`src/rtl/tmh_pkg.sv`:
```
// ---------------------------------------------------------------------------
// tmh_pkg: shared types, constants and helpers for the track mode fsm
// Q1.15 levels (1.0 = 32768), saturating 16-bit frame counters, code values.
// ---------------------------------------------------------------------------
`default_nettype none

package tmh_pkg;

   // fixed design constants
   localparam logic [15:0] DWELL_FLOOR_FRAMES = 16'd5;
   localparam logic [15:0] EXIT_RUN_FRAMES    = 16'd3;
   localparam logic        RESET_MODE         = 1'b0;

   localparam logic [15:0] ONE_Q15 = 16'd32768;
   localparam logic [15:0] CNT_MAX = 16'hFFFF;

   localparam int unsigned CSR_INDEX_W = 4;
   localparam int unsigned CSR_DATA_W  = 16;

   // two-state tracking mode
   typedef enum logic {
      MODE_AMBIGUOUS  = 1'b0,
      MODE_STRUCTURED = 1'b1
   } mode_type;

   // switch reason codes
   typedef enum logic [1:0] {
      REASON_NONE      = 2'd0,
      REASON_ENTER     = 2'd1,
      REASON_REBIND    = 2'd2,
      REASON_WEAK_EXIT = 2'd3
   } reason_type;

   // configuration register indexes
   localparam logic [CSR_INDEX_W-1:0] CSR_ENTER_SCORE_THR = 4'd0;
   localparam logic [CSR_INDEX_W-1:0] CSR_EXIT_SCORE_THR  = 4'd1;
   localparam logic [CSR_INDEX_W-1:0] CSR_ENTROPY_HIGH    = 4'd2;
   localparam logic [CSR_INDEX_W-1:0] CSR_ENTROPY_LOW     = 4'd3;
   localparam logic [CSR_INDEX_W-1:0] CSR_PROB_LOW        = 4'd4;
   localparam logic [CSR_INDEX_W-1:0] CSR_PROB_HIGH       = 4'd5;
   localparam logic [CSR_INDEX_W-1:0] CSR_STABLE_FRAMES   = 4'd6;
   localparam logic [CSR_INDEX_W-1:0] CSR_ENTER_CONFIRM   = 4'd7;

   // configuration reset values
   localparam logic [15:0] RST_ENTER_SCORE_THR = 16'd19661;
   localparam logic [15:0] RST_EXIT_SCORE_THR  = 16'd19661;
   localparam logic [15:0] RST_ENTROPY_HIGH    = 16'd22938;
   localparam logic [15:0] RST_ENTROPY_LOW     = 16'd16384;
   localparam logic [15:0] RST_PROB_LOW        = 16'd16384;
   localparam logic [15:0] RST_PROB_HIGH       = 16'd22938;
   localparam logic [7:0]  RST_STABLE_FRAMES   = 8'd3;
   localparam logic [7:0]  RST_ENTER_CONFIRM   = 8'd3;

   function automatic logic [15:0] sat_inc(input logic [15:0] c);
      return (c == CNT_MAX) ? CNT_MAX : c + 16'd1;
   endfunction

   function automatic logic [15:0] cap_one(input logic [15:0] v);
      return (v > ONE_Q15) ? ONE_Q15 : v;
   endfunction

   function automatic logic [7:0] at_least_one8(input logic [7:0] v);
      return (v == 8'd0) ? 8'd1 : v;
   endfunction

   function automatic logic [15:0] at_least_one16(input logic [15:0] v);
      return (v == 16'd0) ? 16'd1 : v;
   endfunction

   localparam logic [15:0] DWELL_REQ     = at_least_one16(DWELL_FLOOR_FRAMES);
   localparam logic [15:0] EXIT_CONF_REQ = at_least_one16(EXIT_RUN_FRAMES);

endpackage

`default_nettype wire

```
`src/rtl/track_mode_hysteresis_fsm_core.sv`:
```
// path: input reg, then result reg, which loads once it is empty or its response is taken
// throughput: one request per cycle, sustained while the response side takes results
// the mode and counter state updates when a request moves from the input reg to the
// result reg, so each request sees the state left by the one before it
// reset: synchronous active high; mode to RESET_MODE, counters and candidate cleared,
// configuration registers to their default levels, both stages empty
// ---------------------------------------------------------------------------
// track_mode_hysteresis_fsm_core: ambiguous / structured mode hysteresis
// Takes one frame of tracking evidence per request and returns the mode, a
// switched flag, the switch reason and a clamped Q1.15 confidence.
// ---------------------------------------------------------------------------
`default_nettype none

module track_mode_hysteresis_fsm_core (
   input  wire logic                                clock,
   input  wire logic                                reset,
   // configuration write port
   input  wire logic                                csr_we,
   input  wire logic [tmh_pkg::CSR_INDEX_W-1:0]     csr_index,
   input  wire logic [tmh_pkg::CSR_DATA_W-1:0]      csr_wdata,
   // request channel
   input  wire logic                                req_valid,
   output logic                                     req_ready,
   input  wire logic [15:0]                         req_enter_score,
   input  wire logic [15:0]                         req_exit_score,
   input  wire logic [15:0]                         req_entropy_level,
   input  wire logic [15:0]                         req_peak_prob,
   input  wire logic                                req_candidate_valid,
   input  wire logic [15:0]                         req_candidate_id,
   input  wire logic                                req_jump_event,
   input  wire logic                                req_signature_seen,
   input  wire logic                                req_force_rebind,
   // response channel
   output logic                                     rsp_valid,
   input  wire logic                                rsp_ready,
   output logic                                     rsp_track_mode,
   output logic                                     rsp_switched,
   output logic [1:0]                               rsp_reason,
   output logic [15:0]                              rsp_confidence
);

   // ------------------------------------------------------------------
   // configuration registers
   // ------------------------------------------------------------------
   logic [15:0] enter_thr_ff, exit_thr_ff;
   logic [15:0] ent_high_ff, ent_low_ff, prob_low_ff, prob_high_ff;
   logic [7:0]  stable_need_ff, confirm_need_ff;

   always_ff @(posedge clock) begin
      if (reset) begin
         enter_thr_ff    <= tmh_pkg::RST_ENTER_SCORE_THR;
         exit_thr_ff     <= tmh_pkg::RST_EXIT_SCORE_THR;
         ent_high_ff     <= tmh_pkg::RST_ENTROPY_HIGH;
         ent_low_ff      <= tmh_pkg::RST_ENTROPY_LOW;
         prob_low_ff     <= tmh_pkg::RST_PROB_LOW;
         prob_high_ff    <= tmh_pkg::RST_PROB_HIGH;
         stable_need_ff  <= tmh_pkg::RST_STABLE_FRAMES;
         confirm_need_ff <= tmh_pkg::RST_ENTER_CONFIRM;
      end else if (csr_we) begin
         case (csr_index)
            tmh_pkg::CSR_ENTER_SCORE_THR: enter_thr_ff    <= csr_wdata;
            tmh_pkg::CSR_EXIT_SCORE_THR:  exit_thr_ff     <= csr_wdata;
            tmh_pkg::CSR_ENTROPY_HIGH:    ent_high_ff     <= csr_wdata;
            tmh_pkg::CSR_ENTROPY_LOW:     ent_low_ff      <= csr_wdata;
            tmh_pkg::CSR_PROB_LOW:        prob_low_ff     <= csr_wdata;
            tmh_pkg::CSR_PROB_HIGH:       prob_high_ff    <= csr_wdata;
            tmh_pkg::CSR_STABLE_FRAMES:   stable_need_ff  <= csr_wdata[7:0];
            tmh_pkg::CSR_ENTER_CONFIRM:   confirm_need_ff <= csr_wdata[7:0];
            default: ; // index beyond the list: write dropped
         endcase
      end
   end

   // ------------------------------------------------------------------
   // pipeline handshake
   // ------------------------------------------------------------------
   logic in_valid_ff;
   logic out_valid_ff;
   logic advance;       // input reg moves into result reg, state commits

   assign advance   = in_valid_ff && (!out_valid_ff || rsp_ready);
   // input reg refills in the same cycle it drains
   assign req_ready = !in_valid_ff || advance;

   always_ff @(posedge clock) begin
      if (reset) begin
         in_valid_ff  <= 1'b0;
         out_valid_ff <= 1'b0;
      end else begin
         if (req_ready) begin
            in_valid_ff <= req_valid;
         end
         if (advance) begin
            out_valid_ff <= 1'b1;
         end else if (rsp_ready) begin
            out_valid_ff <= 1'b0;
         end
      end
   end

   // ------------------------------------------------------------------
   // input register (payload, no reset)
   // ------------------------------------------------------------------
   logic [15:0] enter_score_ff, exit_score_ff, entropy_ff, peak_ff, cand_id_ff;
   logic        cand_valid_ff, jump_ff, sig_ff, rebind_ff;

   always_ff @(posedge clock) begin
      if (req_valid && req_ready) begin
         enter_score_ff <= req_enter_score;
         exit_score_ff  <= req_exit_score;
         entropy_ff     <= req_entropy_level;
         peak_ff        <= req_peak_prob;
         cand_valid_ff  <= req_candidate_valid;
         cand_id_ff     <= req_candidate_id;
         jump_ff        <= req_jump_event;
         sig_ff         <= req_signature_seen;
         rebind_ff      <= req_force_rebind;
      end
   end

   // ------------------------------------------------------------------
   // mode state and frame counters
   // ------------------------------------------------------------------
   tmh_pkg::mode_type mode_ff, mode_in;
   logic [15:0] enter_cnt_ff, enter_cnt_in;
   logic [15:0] exit_cnt_ff, exit_cnt_in;
   logic [15:0] stable_cnt_ff, stable_cnt_in;
   logic [15:0] dwell_cnt_ff, dwell_cnt_in;
   logic        last_valid_ff, last_valid_in;
   logic [15:0] last_id_ff, last_id_in;

   always_ff @(posedge clock) begin
      if (reset) begin
         mode_ff       <= tmh_pkg::mode_type'(tmh_pkg::RESET_MODE);
         enter_cnt_ff  <= '0;
         exit_cnt_ff   <= '0;
         stable_cnt_ff <= '0;
         dwell_cnt_ff  <= '0;
         last_valid_ff <= 1'b0;
         last_id_ff    <= '0;
      end else if (advance) begin
         mode_ff       <= mode_in;
         enter_cnt_ff  <= enter_cnt_in;
         exit_cnt_ff   <= exit_cnt_in;
         stable_cnt_ff <= stable_cnt_in;
         dwell_cnt_ff  <= dwell_cnt_in;
         last_valid_ff <= last_valid_in;
         last_id_ff    <= last_id_in;
      end
   end

   // ------------------------------------------------------------------
   // next state and frame result
   // ------------------------------------------------------------------
   logic [15:0]         conf_in;
   logic                switched_in;
   tmh_pkg::reason_type reason_in;

   logic [15:0] exit_conf;
   logic [15:0] stable_req;     // zero-extended, at least one
   logic [15:0] confirm_req;
   logic [15:0] st_req;         // larger of confirm and stable needs
   logic        post_enter, post_exit, enter_hit;
   logic        go_enter, go_exit;
   logic [15:0] peak_or_enter;

   always_comb begin
      exit_conf   = tmh_pkg::ONE_Q15 - tmh_pkg::cap_one(exit_score_ff);
      stable_req  = {8'd0, tmh_pkg::at_least_one8(stable_need_ff)};
      confirm_req = {8'd0, tmh_pkg::at_least_one8(confirm_need_ff)};
      st_req      = (confirm_req > stable_req) ? confirm_req : stable_req;

      post_enter = (entropy_ff < tmh_pkg::cap_one(ent_low_ff)) &&
                   (peak_ff > tmh_pkg::cap_one(prob_high_ff));
      post_exit  = (entropy_ff > tmh_pkg::cap_one(ent_high_ff)) ||
                   (peak_ff < tmh_pkg::cap_one(prob_low_ff));
      enter_hit  = enter_score_ff >= enter_thr_ff;

      peak_or_enter = (enter_score_ff > peak_ff) ? enter_score_ff : peak_ff;

      mode_in      = mode_ff;
      enter_cnt_in = enter_cnt_ff;
      exit_cnt_in  = exit_cnt_ff;
      dwell_cnt_in = tmh_pkg::sat_inc(dwell_cnt_ff);
      go_enter     = 1'b0;
      go_exit      = 1'b0;
      reason_in    = tmh_pkg::REASON_NONE;

      // candidate stability tracking
      if (cand_valid_ff) begin
         if (last_valid_ff && (last_id_ff == cand_id_ff)) begin
            stable_cnt_in = tmh_pkg::sat_inc(stable_cnt_ff);
            last_valid_in = last_valid_ff;
            last_id_in    = last_id_ff;
         end else begin
            stable_cnt_in = 16'd1;
            last_valid_in = 1'b1;
            last_id_in    = cand_id_ff;
         end
      end else begin
         stable_cnt_in = '0;
         last_valid_in = 1'b0;
         last_id_in    = '0;
      end

      case (mode_ff)
         tmh_pkg::MODE_AMBIGUOUS: begin
            // event with strong score, or a stable posterior, enters at once
            if (((jump_ff || sig_ff) && enter_hit) ||
                (post_enter && (stable_cnt_in >= stable_req))) begin
               go_enter = 1'b1;
            end else if (enter_hit) begin
               enter_cnt_in = tmh_pkg::sat_inc(enter_cnt_ff);
               if ((enter_cnt_in >= confirm_req) && (stable_cnt_in >= st_req)) begin
                  go_enter = 1'b1;
               end
            end else begin
               enter_cnt_in = '0;
            end
         end
         tmh_pkg::MODE_STRUCTURED: begin
            if (rebind_ff) begin
               go_exit   = 1'b1;
               reason_in = tmh_pkg::REASON_REBIND;
            end else if (dwell_cnt_in >= tmh_pkg::DWELL_REQ) begin
               // weak exit only counts once the minimum dwell has passed
               if (post_exit || (exit_score_ff >= exit_thr_ff)) begin
                  exit_cnt_in = tmh_pkg::sat_inc(exit_cnt_ff);
                  if (exit_cnt_in >= tmh_pkg::EXIT_CONF_REQ) begin
                     go_exit   = 1'b1;
                     reason_in = tmh_pkg::REASON_WEAK_EXIT;
                  end
               end else begin
                  exit_cnt_in = '0;
               end
            end
         end
         default: ;
      endcase

      // confidence in the mode held before this frame
      conf_in = (mode_ff == tmh_pkg::MODE_STRUCTURED) ?
                tmh_pkg::cap_one(enter_score_ff) : exit_conf;

      if (go_enter) begin
         mode_in   = tmh_pkg::MODE_STRUCTURED;
         reason_in = tmh_pkg::REASON_ENTER;
         conf_in   = tmh_pkg::cap_one(peak_or_enter);
      end else if (go_exit) begin
         mode_in = tmh_pkg::MODE_AMBIGUOUS;
         conf_in = exit_conf;
      end

      switched_in = go_enter || go_exit;
      if (switched_in) begin
         enter_cnt_in = '0;
         exit_cnt_in  = '0;
         dwell_cnt_in = '0;
      end
   end

   // ------------------------------------------------------------------
   // result register
   // ------------------------------------------------------------------
   logic                mode_out_ff;
   logic                switched_ff;
   tmh_pkg::reason_type reason_ff;
   logic [15:0]         conf_ff;

   always_ff @(posedge clock) begin
      if (advance) begin
         mode_out_ff <= mode_in;
         switched_ff <= switched_in;
         reason_ff   <= reason_in;
         conf_ff     <= conf_in;
      end
   end

   assign rsp_valid      = out_valid_ff;
   assign rsp_track_mode = mode_out_ff;
   assign rsp_switched   = switched_ff;
   assign rsp_reason     = reason_ff;
   assign rsp_confidence = conf_ff;

endmodule

`default_nettype wire

```
`config.mk`:
```
export PLATFORM = sky130hd
export DESIGN_NAME = track_mode_hysteresis_fsm_core
export DESIGN_NICKNAME = d
export VERILOG_FILES = /design/src/rtl/tmh_pkg.sv /design/src/rtl/track_mode_hysteresis_fsm_core.sv
export SDC_FILE = /design/constraint.sdc
export NUM_CORES = 1
export LEC_CHECK = 0
export BUFFER_PORTS_ARGS = -buffer_cell sky130_fd_sc_hd__buf_4
export CORE_UTILIZATION = 56
export CTS_CLUSTER_DIAMETER = 80
export DETAILED_ROUTE_END_ITERATION = 7
export GPL_TIMING_DRIVEN = 1
export PLACE_DENSITY = 0.84
export SLEW_MARGIN = 30
export SYNTH_ARGS = -nofsm -noshare
export SYNTH_HDL_FRONTEND = slang
export SYNTH_SLANG_ARGS = --single-unit
```
`constraint.sdc`:
```
create_clock -name clock -period 6 [get_ports clock]
set_clock_uncertainty 0.05 [all_clocks]
set_input_delay 0.6 -clock clock [delete_from_list [all_inputs] [get_ports clock]]
set_output_delay 0.6 -clock clock [all_outputs]
set_load 0.01 [all_outputs]
```
Yosys cells after proc, flatten, opt, wreduce, memory -nomap -nowiden
Index checks and enable logic that the tools add are counted.
{"block": "classes", "muxes": 52, "n_reduce_logical": 34, "n_addsub": 5, "n_eq_ne": 16, "n_lt_le_gt_ge": 20, "n_bitwise": 1}
{"cell": "$mux W16", "count": 29}
{"cell": "$gt A16 B16 Y1 const B", "count": 7}
{"cell": "$add A16 B1 Y16 const B", "count": 4}
{"cell": "$eq A16 B16 Y1 const B", "count": 4}
{"cell": "$ge A16 B8 Y1", "count": 3}
{"cell": "$gt A16 B16 Y1", "count": 3}
{"cell": "$ge A16 B16 Y1", "count": 2}
{"cell": "$lt A16 B16 Y1", "count": 2}
{"cell": "$mux W8", "count": 3}
{"cell": "$reduce_and A2 Y1", "count": 9}
{"cell": "$eq A16 B16 Y1", "count": 1}
{"cell": "$eq A4 B3 Y1 const B", "count": 4}
{"cell": "$ge A16 B2 Y1 const B", "count": 1}
{"cell": "$ge A16 B3 Y1 const B", "count": 1}
{"cell": "$logic_not A8 Y1", "count": 2}
{"cell": "$mux W1", "count": 16}
{"cell": "$sub A16 B16 Y16 const A", "count": 1}
{"cell": "$eq A4 B2 Y1 const B", "count": 2}
{"cell": "$gt A8 B8 Y1", "count": 1}
{"cell": "$mux W2", "count": 4}
{"cell": "$logic_and A1 B1 Y1", "count": 7}
{"cell": "$logic_or A1 B1 Y1", "count": 7}
{"cell": "$reduce_bool A2 Y1", "count": 3}
{"cell": "$eq A4 B1 Y1 const B", "count": 1}
{"cell": "8 further kinds", "count": 11}
{"block": "totals", "inputBits": 109, "elab_cells": 159, "register_bits": 300}

Depth between registers and ports, before layout
Gate-level depths: netlist of the first run.
{"block": "logic_depth", "ltp_word": 13, "depth_mapped": 26, "depth_no_buf": 23}

Worst setup path before layout of the first run
OpenSTA, ideal clock, no wires.
{"block": "synth_timing", "path_kind": "flip-flop to flip-flop", "from": "register confirm_need_ff[4]", "to": "register conf_ff[6] (netlist: rsp_confidence[6]) (data pin)", "setup_time_ns": 0.259, "arrival_time_ns": 4.227, "path_stages_with_launch": 27, "setup_slack_ns": 1.464, "n_path_buf": 3, "cell_sequence": "dfxtp_1 nor4_1 a21oi_1 ha_1 inv_1 a21oi_1 nand2_1 nand2_1 o21ai_0 a21oi_1 o21ai_0 o31a_1 clkbuf_1 mux2_2 ha_1 nand2b_1 a21o_1 a21o_1 a21oi_1 o21ai_0 a21oi_1 o32ai_2 and2_1 buf_2 buf_2 and3_1 a211o_1"}
{"block": "synth_via", "elab_chain_len": 11, "word_cells_on_any_way": 12}
{"item": "from (decl)", "line_no": "track_mode_hysteresis_fsm_core.sv:47", "source": "logic [7:0] stable_need_ff, confirm_need_ff;"}
{"item": "from (signal assigned)", "line_no": "track_mode_hysteresis_fsm_core.sv:58", "source": "confirm_need_ff <= tmh_pkg::RST_ENTER_CONFIRM;"}
{"item": "from (signal assigned)", "line_no": "track_mode_hysteresis_fsm_core.sv:68", "source": "tmh_pkg::CSR_ENTER_CONFIRM: confirm_need_ff <= csr_wdata[7:0];"}
{"item": "$logic_not A8 Y1", "line_no": "tmh_pkg.sv:63", "source": "return (v == 8'd0) ? 8'd1 : v;"}
{"item": "$mux W8 (*)", "line_no": "tmh_pkg.sv:63"}
{"item": "$gt A8 B8 Y1", "line_no": "track_mode_hysteresis_fsm_core.sv:171", "source": "st_req = (confirm_req > stable_req) ? confirm_req : stable_req;"}
{"item": "$mux W8", "line_no": "track_mode_hysteresis_fsm_core.sv:171"}
{"item": "$ge A16 B8 Y1", "line_no": "track_mode_hysteresis_fsm_core.sv:214", "source": "if ((enter_cnt_in >= confirm_req) && (stable_cnt_in >= st_req)) begin"}
{"item": "$logic_and A1 B1 Y1 (*)", "line_no": "track_mode_hysteresis_fsm_core.sv:214"}
{"item": "$mux W1 (*)", "line_no": "track_mode_hysteresis_fsm_core.sv:214"}
{"item": "$mux W1 (*)", "line_no": "track_mode_hysteresis_fsm_core.sv:212", "source": "end else if (enter_hit) begin"}
{"item": "$mux W1 (*)", "line_no": "track_mode_hysteresis_fsm_core.sv:209", "source": "if (((jump_ff || sig_ff) && enter_hit) ||"}
{"item": "$mux W1 (*)", "line_no": "track_mode_hysteresis_fsm_core.sv:206", "source": "case (mode_ff)"}
{"item": "$mux W16 (*)", "line_no": "track_mode_hysteresis_fsm_core.sv:245", "source": "if (go_enter) begin"}
{"item": "net conf_in[6]", "line_no": "track_mode_hysteresis_fsm_core.sv:155", "source": "logic [15:0] conf_in;"}
{"item": "to (signal assigned)", "line_no": "track_mode_hysteresis_fsm_core.sv:275", "source": "conf_ff <= conf_in;"}
{"item": "to (decl)", "line_no": "track_mode_hysteresis_fsm_core.sv:268", "source": "logic [15:0] conf_ff;"}
Mark *: on every way through the listed nets, which the timed path passes. The rest lies on a longest branch.
A chain may end at the register's enable or synchronous reset.

Worst setup path in the final report of the first run
{"block": "layout_timing", "from": "register confirm_need_ff[5]", "to": "register conf_ff[10] (netlist: rsp_confidence[10]) (data pin)"}
The elaborated chain is that of the path after synthesis.

==> results of run 1 <==
cell families (layout without fill, tap and decap cells):
family / after synthesis / in the layout / share of synthesized area
AND/OR/NAND/NOR: 752 / 752 / 0.216
adder cells (fa/ha/maj): 145 / 145 / 0.109
AO/OA/AOI/OAI: 407 / 407 / 0.155
flip-flops: 300 / 300 / 0.424
XOR/XNOR: 44 / 44 / 0.0232
buffers and inverters: 189 / 294 / 0.0516
multiplexers: 33 / 33 / 0.0206
worst reg2reg max path, stage by stage, from the launching register on:
cell      delay, ns
dfxtp_1        0.35
nor4_1         0.33
a21oi_1        0.15
ha_1           0.22
inv_1          0.05
a21oi_1        0.07
nand2_1        0.07
nand2_1        0.04
o21ai_0        0.08
a21oi_1        0.09
o21ai_0        0.15
o31a_1         0.49
mux2_2         0.40
ha_1           0.27
nand2b_1       0.10
a21o_1         0.13
a21o_1         0.11
a21oi_1        0.05
o21ai_0        0.14
a21oi_1        0.07
o32ai_2        0.58
nand3_1        0.18
a21boi_0       0.69
buf_4          0.27
a221o_1        0.16
metal layers:
layer	vias up	part of all wire	routed length, um	global-route usage
li1	6887	-	-	-
met1	6875	0.42	18200	0.376
met2	609	0.47	20600	0.479
met3	130	0.077	3350	0.0352
met4	0	0.036	1590	0.117
met5	-	0	0	0
power by group through the flow:
stage | clock, mW | sequential (mW) | combinational, mW
6_report | 2.03 | 2.25 | 0.453
4_1_cts | 2.05 | 2.24 | 0.448
3_5_place_dp | 0 | 2.29 | 0.444
2_1_floorplan | 0 | 2.26 | 0.280
3_3_place_gp | 0 | 2.29 | 0.424
5_1_grt | 2.14 | 2.25 | 0.499
final cells by class:
type / instances / area share
Timing Repair Buffer: 142 / 0.0571
Sequential cell: 300 / 0.376
Multi-Input combinational cell: 1381 / 0.465
Clock inverter: 5 / 0.00214
Clock buffer: 56 / 0.0559
Tap cell: 384 / 0.0256
Inverter: 91 / 0.0182
worst min-delay path by stage:
| stage | from | cells after the start | to |
|---|---|---|---|
| after floorplan | last_valid_ff | 2 | last_valid_ff |
| after global placement | last_valid_ff | 2 | last_valid_ff |
| after detailed placement | last_valid_ff | 2 | last_valid_ff |
| after CTS | req_candidate_valid | 1 | cand_valid_ff |
| after global routing | req_peak_prob[13] | 1 | peak_ff[13] |
| final | req_enter_score[12] | 1 | enter_score_ff[12] |
layout by cell type, fill, tap and decap left out, drive strengths merged, types with 30 or more instances in the layout:
| master | netlist | final |
|---|---|---|
| dfxtp | 196 | 196 |
| nand4 | 42 | 42 |
| o21ai | 58 | 58 |
| buf | 20 | 142 |
| and3 | 30 | 30 |
| nor2 | 80 | 80 |
| inv | 90 | 93 |
| clkbuf | 75 | 56 |
| a21oi | 174 | 174 |
| nand2 | 348 | 348 |
| nor3 | 39 | 39 |
| edfxtp | 104 | 104 |
| ha | 145 | 145 |
| a21o | 31 | 31 |
| nand3 | 83 | 83 |
synth_stat cells, drive strengths merged (5+ instances only):
cell type  count
a2111oi        5
a211o          9
a211oi         9
a21boi         7
a21o          31
a21oi        174
a22o          12
a311oi         5
a31oi         13
and2          27
and3          30
and4          12
buf           20
clkbuf        75
dfxtp        196
edfxtp       104
ha           145
inv           90
mux2           6
mux2i         27
nand2        348
nand2b        14
nand3         83
nand4         42
nor2          80
nor2b         12
nor3          39
nor3b          8
nor4          29
o2111ai        5
o211ai        20
o21a           9
o21ai         58
o22a           5
o22ai          7
o31ai          7
or3            5
or4            8
xnor2         27
xor2          17
==> results_dict.tcl, run 1 <==
set metrics [dict create \
    die_width_um 174 \
    grt_max_degree 85 \
    crit_fanout 8 \
    rows 62 \
    utilization 0.648 \
    p_int_mw 3.57 \
    synth_cells 1870 \
    port_buffers 130 \
    syn-num-nets 2124 \
    setup_viol 0 \
    hold_viol 0 \
    finish.instance_area_sq_mm 0.0187 \
    synthArstFlopShare 0 \
    die_area_sq_mm 0.0304 \
    cp-start-kind "register" \
    timing.final.max_slew_violations 0 \
    core_sq_mm 0.0289 \
    timing.final.ws_setup_ns 0.568 \
    setup-tns-final_ns 0 \
    grt_pass1_wl_mm 70.3 \
    synthFlopType "dfxtp_1" \
    clock_path_buffers 3 \
    r2r_slack_ns 0.57 \
    rsz0062_at_grt "no" \
    tightest_slew_ns 0.951 \
    maxSlewHeadroom 0.364 \
    end_kind "register" \
    sw_frac_of_total 0.244 \
    worst-r2r-cell-count 24 \
    synth_warnings 0 \
    path_buf_inv 2 \
    worstSetupPathType "reg2reg" \
    p_leak_nw 7.60 \
    power.density_mw_per_mm2 252 \
    clkTransAtPathRegs_ns 0.06 \
    fin_nets 2204 \
    syn_area_per_cell_sq_um 8.89 \
    yosys.area.top_type "dfxtp_1" \
    track_usage 0.286 \
    root_buffer "clkbuf_16" \
    clock_latency_ns 0.52 \
    ys_seq_area_frac 0.424 \
    grt_pass1_vias 13900 \
    multi_input_area_sq_mm 0.00872 \
    dp_cells 2298 \
    synth_edf_count 104 \
    r2r-start "confirm_need_ff[5]" \
    worstSetupPathDepth 24 \
    arrival_ns 5.75 \
    dr_total_vias 14500 \
    power_frac_seq 0.475 \
    reg2reg_to "rsp_confidence[10]" \
    p_switching_mw 1.16 \
    n_antenna_cell 0 \
    wl_mm 43.8 \
    synth.area.top_cells "dfxtp_1 (24%), edfxtp_1 (19%), ha_1 (11%)" \
    ir_worst_vdd_v 0.000207 \
    cp_slowest_cell "a21boi_0" \
    start_util 0.574 \
    gr-total-overflow 0 \
    p_clk_frac 0.429 \
    crit_path_end "rsp_confidence[10]" \
    nFillCells 2326 \
    die_h_um 174 \
    p_total_mw 4.73 \
    drv_cap 0 \
    p_comb_frac 0.096 \
    yosysTopAreaCellShare 0.236 \
    outcome "finished, final reports clean" \
    cts_made_buffers 34 \
    gp_congestion 0.940 \
    fmax_mhz 184 \
    cts_setup_buffers 0 \
    dp_hpwl_mm 31.1 \
    dpl_cell_area_sq_mm 0.0177 \
    drt_iter0_drc 1519 \
    cts_hold_buf 0 \
    wl_per_cell_um 18.6 \
    tritoncts "yes" \
    worstSetupStartpoint "confirm_need_ff[5]" \
    detail-route-antenna-nets 0 \
    ys_seq_elements 300 \
    slowest_delay_ns 0.69 \
    netlist_area_sq_mm 0.0166 \
    vias_per_cell 6.15 \
    cts.repair.resized 0 \
    antenna_found_initial 0 \
    area_growth_pct 12.8 \
    period_share 0.905 \
    worstPathRequired_ns 6.32 \
    critPathMostFrequentCell "a21oi_1" \
    io_pins 131 \
    min_period_ns 5.43 \
    holdWs_ns 0.205 \
    path_cells "nor4_1 -> a21oi_1 -> ha_1 -> inv_1 -> a21oi_1 -> nand2_1 -> nand2_1 -> o21ai_0 -> a21oi_1 -> o21ai_0 -> o31a_1 -> mux2_2 -> ha_1 -> nand2b_1 -> a21o_1 -> a21o_1 -> a21oi_1 -> o21ai_0 -> a21oi_1 -> o32ai_2 -> nand3_1 -> a21boi_0 -> buf_4 -> a221o_1" \
    ys_types 82 \
    hp-class "in2reg" \
    dr.pass1.iters 7 \
    clock_sinks 300 \
    final_cells 2359 \
    final_layout_size_suffix_gt1_frac 0.112 \
    htreeDepth 2 \
    drc 0 \
    critPathTopFamily "compound AO/OA/AOI/OAI gates" \
    seqCellArea_sq_mm 0.00705 \
    pre_cts_slack_ns 0.693 \
]
Note: power is estimated with default switching activity, not from simulation.
==> run 2: changes to the inputs <==
- ABC_AREA: unset -> 1
==> run 2 against run 1 <==
Net effect:
- largest cell class unchanged
- non-clock buffer count shrank 4
- flip-flop and latch count unchanged
- global-route usage shrank 0.058 points
- critical path depth is 6 lower
- wire length is 2.6% higher
- die area is 3.8% higher
- synthesized cell count up 20%
- fmax is 22% higher
- clock power up 5%
- area after synthesis is 3.9% higher
==> results_dict.tcl, run 2 <==
set metrics [dict create \
    port_buffers 130 \
    synth_edf_count 104 \
    rsz0062_at_grt "no" \
    synth_warnings 0 \
    synth_cells 2238 \
    clkTransAtPathRegs_ns 0.06 \
    layout_common_cells "nand2_1 (537), inv_1 (226), nor2_1 (224), dfxtp_1 (196), a21oi_1 (190)" \
    grt_max_degree 106 \
    clock_path_buffers 3 \
    dp_hpwl_mm 32.1 \
    timing.final.ws_setup_ns 1.55 \
    start_util 0.576 \
    slowest_delay_ns 0.61 \
    dr_total_vias 15600 \
    p_leak_nw 8.58 \
    min_period_ns 4.45 \
    setup_viol 0 \
    utilization 0.656 \
    fmax_mhz 225 \
    antenna_found_initial 0 \
    timing.final.max_slew_violations 0 \
    rows 63 \
    final_common_cell "nand2_1" \
    yosys.area.top_type "dfxtp_1" \
    drt_iter0_drc 1413 \
    die_h_um 178 \
    cts_hold_buf 0 \
    period_share 0.742 \
    worst-r2r-cell-count 18 \
    htreeDepth 2 \
    critPathMostFrequentCell "nand2_1" \
    dp_cells 2695 \
    clock_latency_ns 0.52 \
    dr.pass1.iters 5 \
    whs_endpoint "entropy_ff[5]" \
    finish.instance_area_sq_mm 0.0196 \
    core_sq_mm 0.0300 \
    setup-tns-final_ns 0 \
    detail-route-antenna-nets 0 \
    tritoncts "yes" \
    drv_cap 0 \
    cp_slowest_cell "nor2_1" \
    die_area_sq_mm 0.0315 \
    cts_setup_buffers 0 \
    outcome "finished, final reports clean" \
    path_cells "or4_1 -> nor4_1 -> a21oi_1 -> inv_1 -> nand2_1 -> ha_1 -> nand2_1 -> nor4_1 -> a22oi_1 -> nor2_1 -> nand2_1 -> nand3_4 -> nand2_4 -> nor2_1 -> inv_1 -> o21ai_0 -> nand2_1 -> nand2_1" \
    wl_per_cell_um 16.3 \
    synth.area.top_cells "dfxtp_1 (23%), edfxtp_1 (18%), nand2_1 (12%)" \
    power.density_mw_per_mm2 254 \
    vias_per_cell 5.67 \
    critPathTopFamily "simple AND/OR/NAND/NOR gates" \
    root_buffer "clkbuf_16" \
    worstSetupPathDepth 18 \
    syn_area_per_cell_sq_um 7.71 \
    cts.repair.resized 0 \
    synthFlopType "dfxtp_1" \
    hold_viol 0 \
    synthTopCellsByCount "nand2_1 (537), inv_1 (228), nor2_1 (225)" \
    gr-total-overflow 0 \
    io_pins 131 \
    final_layout_size_suffix_gt1_frac 0.117 \
    whs_path_depth 1 \
    r2r_slack_ns 1.55 \
    gp_congestion 0.927 \
    yosysTopAreaCellShare 0.227 \
    crit_fanout 13 \
    ys_seq_elements 300 \
    worstSetupPathType "reg2reg" \
    area_growth_pct 13.8 \
    cp-start-kind "register" \
    p_total_mw 4.98 \
    end_kind "register" \
    die_width_um 178 \
    reg2reg_to "rsp_confidence[11]" \
    cts_made_buffers 34 \
    drc 0 \
    dpl_cell_area_sq_mm 0.0185 \
    netlist_area_sq_mm 0.0173 \
    syn-num-nets 2492 \
    final_cells 2757 \
    grt_pass1_wl_mm 72.2 \
    tightest_slew_ns 0.986 \
    r2r-start "ent_high_ff[8]" \
    worstPathRequired_ns 6.33 \
    path_buf_inv 2 \
    pre_cts_slack_ns 1.67 \
    maxSlewHeadroom 0.343 \
    wl_mm 44.9 \
    ys_seq_area_frac 0.408 \
    n_antenna_cell 0 \
    grt_pass1_vias 14900 \
    ys_types 55 \
    arrival_ns 4.78 \
    clock_sinks 300 \
    ir_worst_vdd_v 0.000249 \
    synthMostInstantiatedCell "nand2_1" \
    worstHoldStart "req_entropy_level[5]" \
    track_usage 0.286 \
    synthArstFlopShare 0 \
    holdWs_ns 0.206 \
    fin_nets 2595 \
    hp-class "in2reg" \
]
==> run 2: cell count changes after synthesis, sizes merged, moves of 27 or more <==
cell / change
nand2: +197
nor2: +160
inv: +147
o21ai: +108
nand3: +43
a21o: -30
and3: -30
a21oi: +27
mux2i: -27
==> run 2: power by group <==
part / switching (mW) / internal, mW / total (mW)
Clock: 0.841 / 1.29 / 2.13
Sequential: 0.0765 / 2.19 / 2.27
Combinational: 0.360 / 0.216 / 0.576
Total: 1.28 / 3.70 / 4.98
==> run 2: cells by family after synthesis <==
group	synth area share
buffers and inverters	0.0709
adder cells (fa/ha/maj)	0.105
AO/OA/AOI/OAI	0.130
flip-flops	0.408
XOR/XNOR	0.0223
AND/OR/NAND/NOR	0.263
==> run 2: area by class of cell <==
type,count,area [sq um]
Clock buffer,47,993
Clock inverter,15,163
Fill cell,2481,10300
Inverter,241,913
Multi-Input combinational cell,1626,8990
Sequential cell,300,7050
Tap cell,390,488
Timing Repair Buffer,138,1040
==> run 2: worst register-to-register path: cells and delay by family, from the launching register on <==
family	cells	cell delay, ns
AOI/OAI and AO/OA	3	0.48
buffers and inverters	2	0.40
adders and majority gates	1	0.31
DFF	1	0.32
and+or+nand+nor	12	2.75
==> run 2: worst max path at each step <==
stage	startpoint	endpoint	slack, ns
detailed placement	ent_high_ff[8]	rsp_confidence[11]	1.67
global placement	ent_high_ff[8]	rsp_confidence[11]	1.78
floorplan	confirm_need_ff[2]	rsp_confidence[10]	2.24
global route	ent_high_ff[8]	rsp_confidence[11]	1.22
finish	ent_high_ff[8]	rsp_confidence[11]	1.55
CTS	ent_high_ff[8]	rsp_confidence[11]	1.64
==> run 2: layer usage <==
layer,routed length [um],GRT usage,vias up
met1,19100,0.361,7234
met3,2880,0.0396,127
met5,0,0,-
li1,-,-,7678
met4,1680,0.110,0
met2,21200,0.492,581
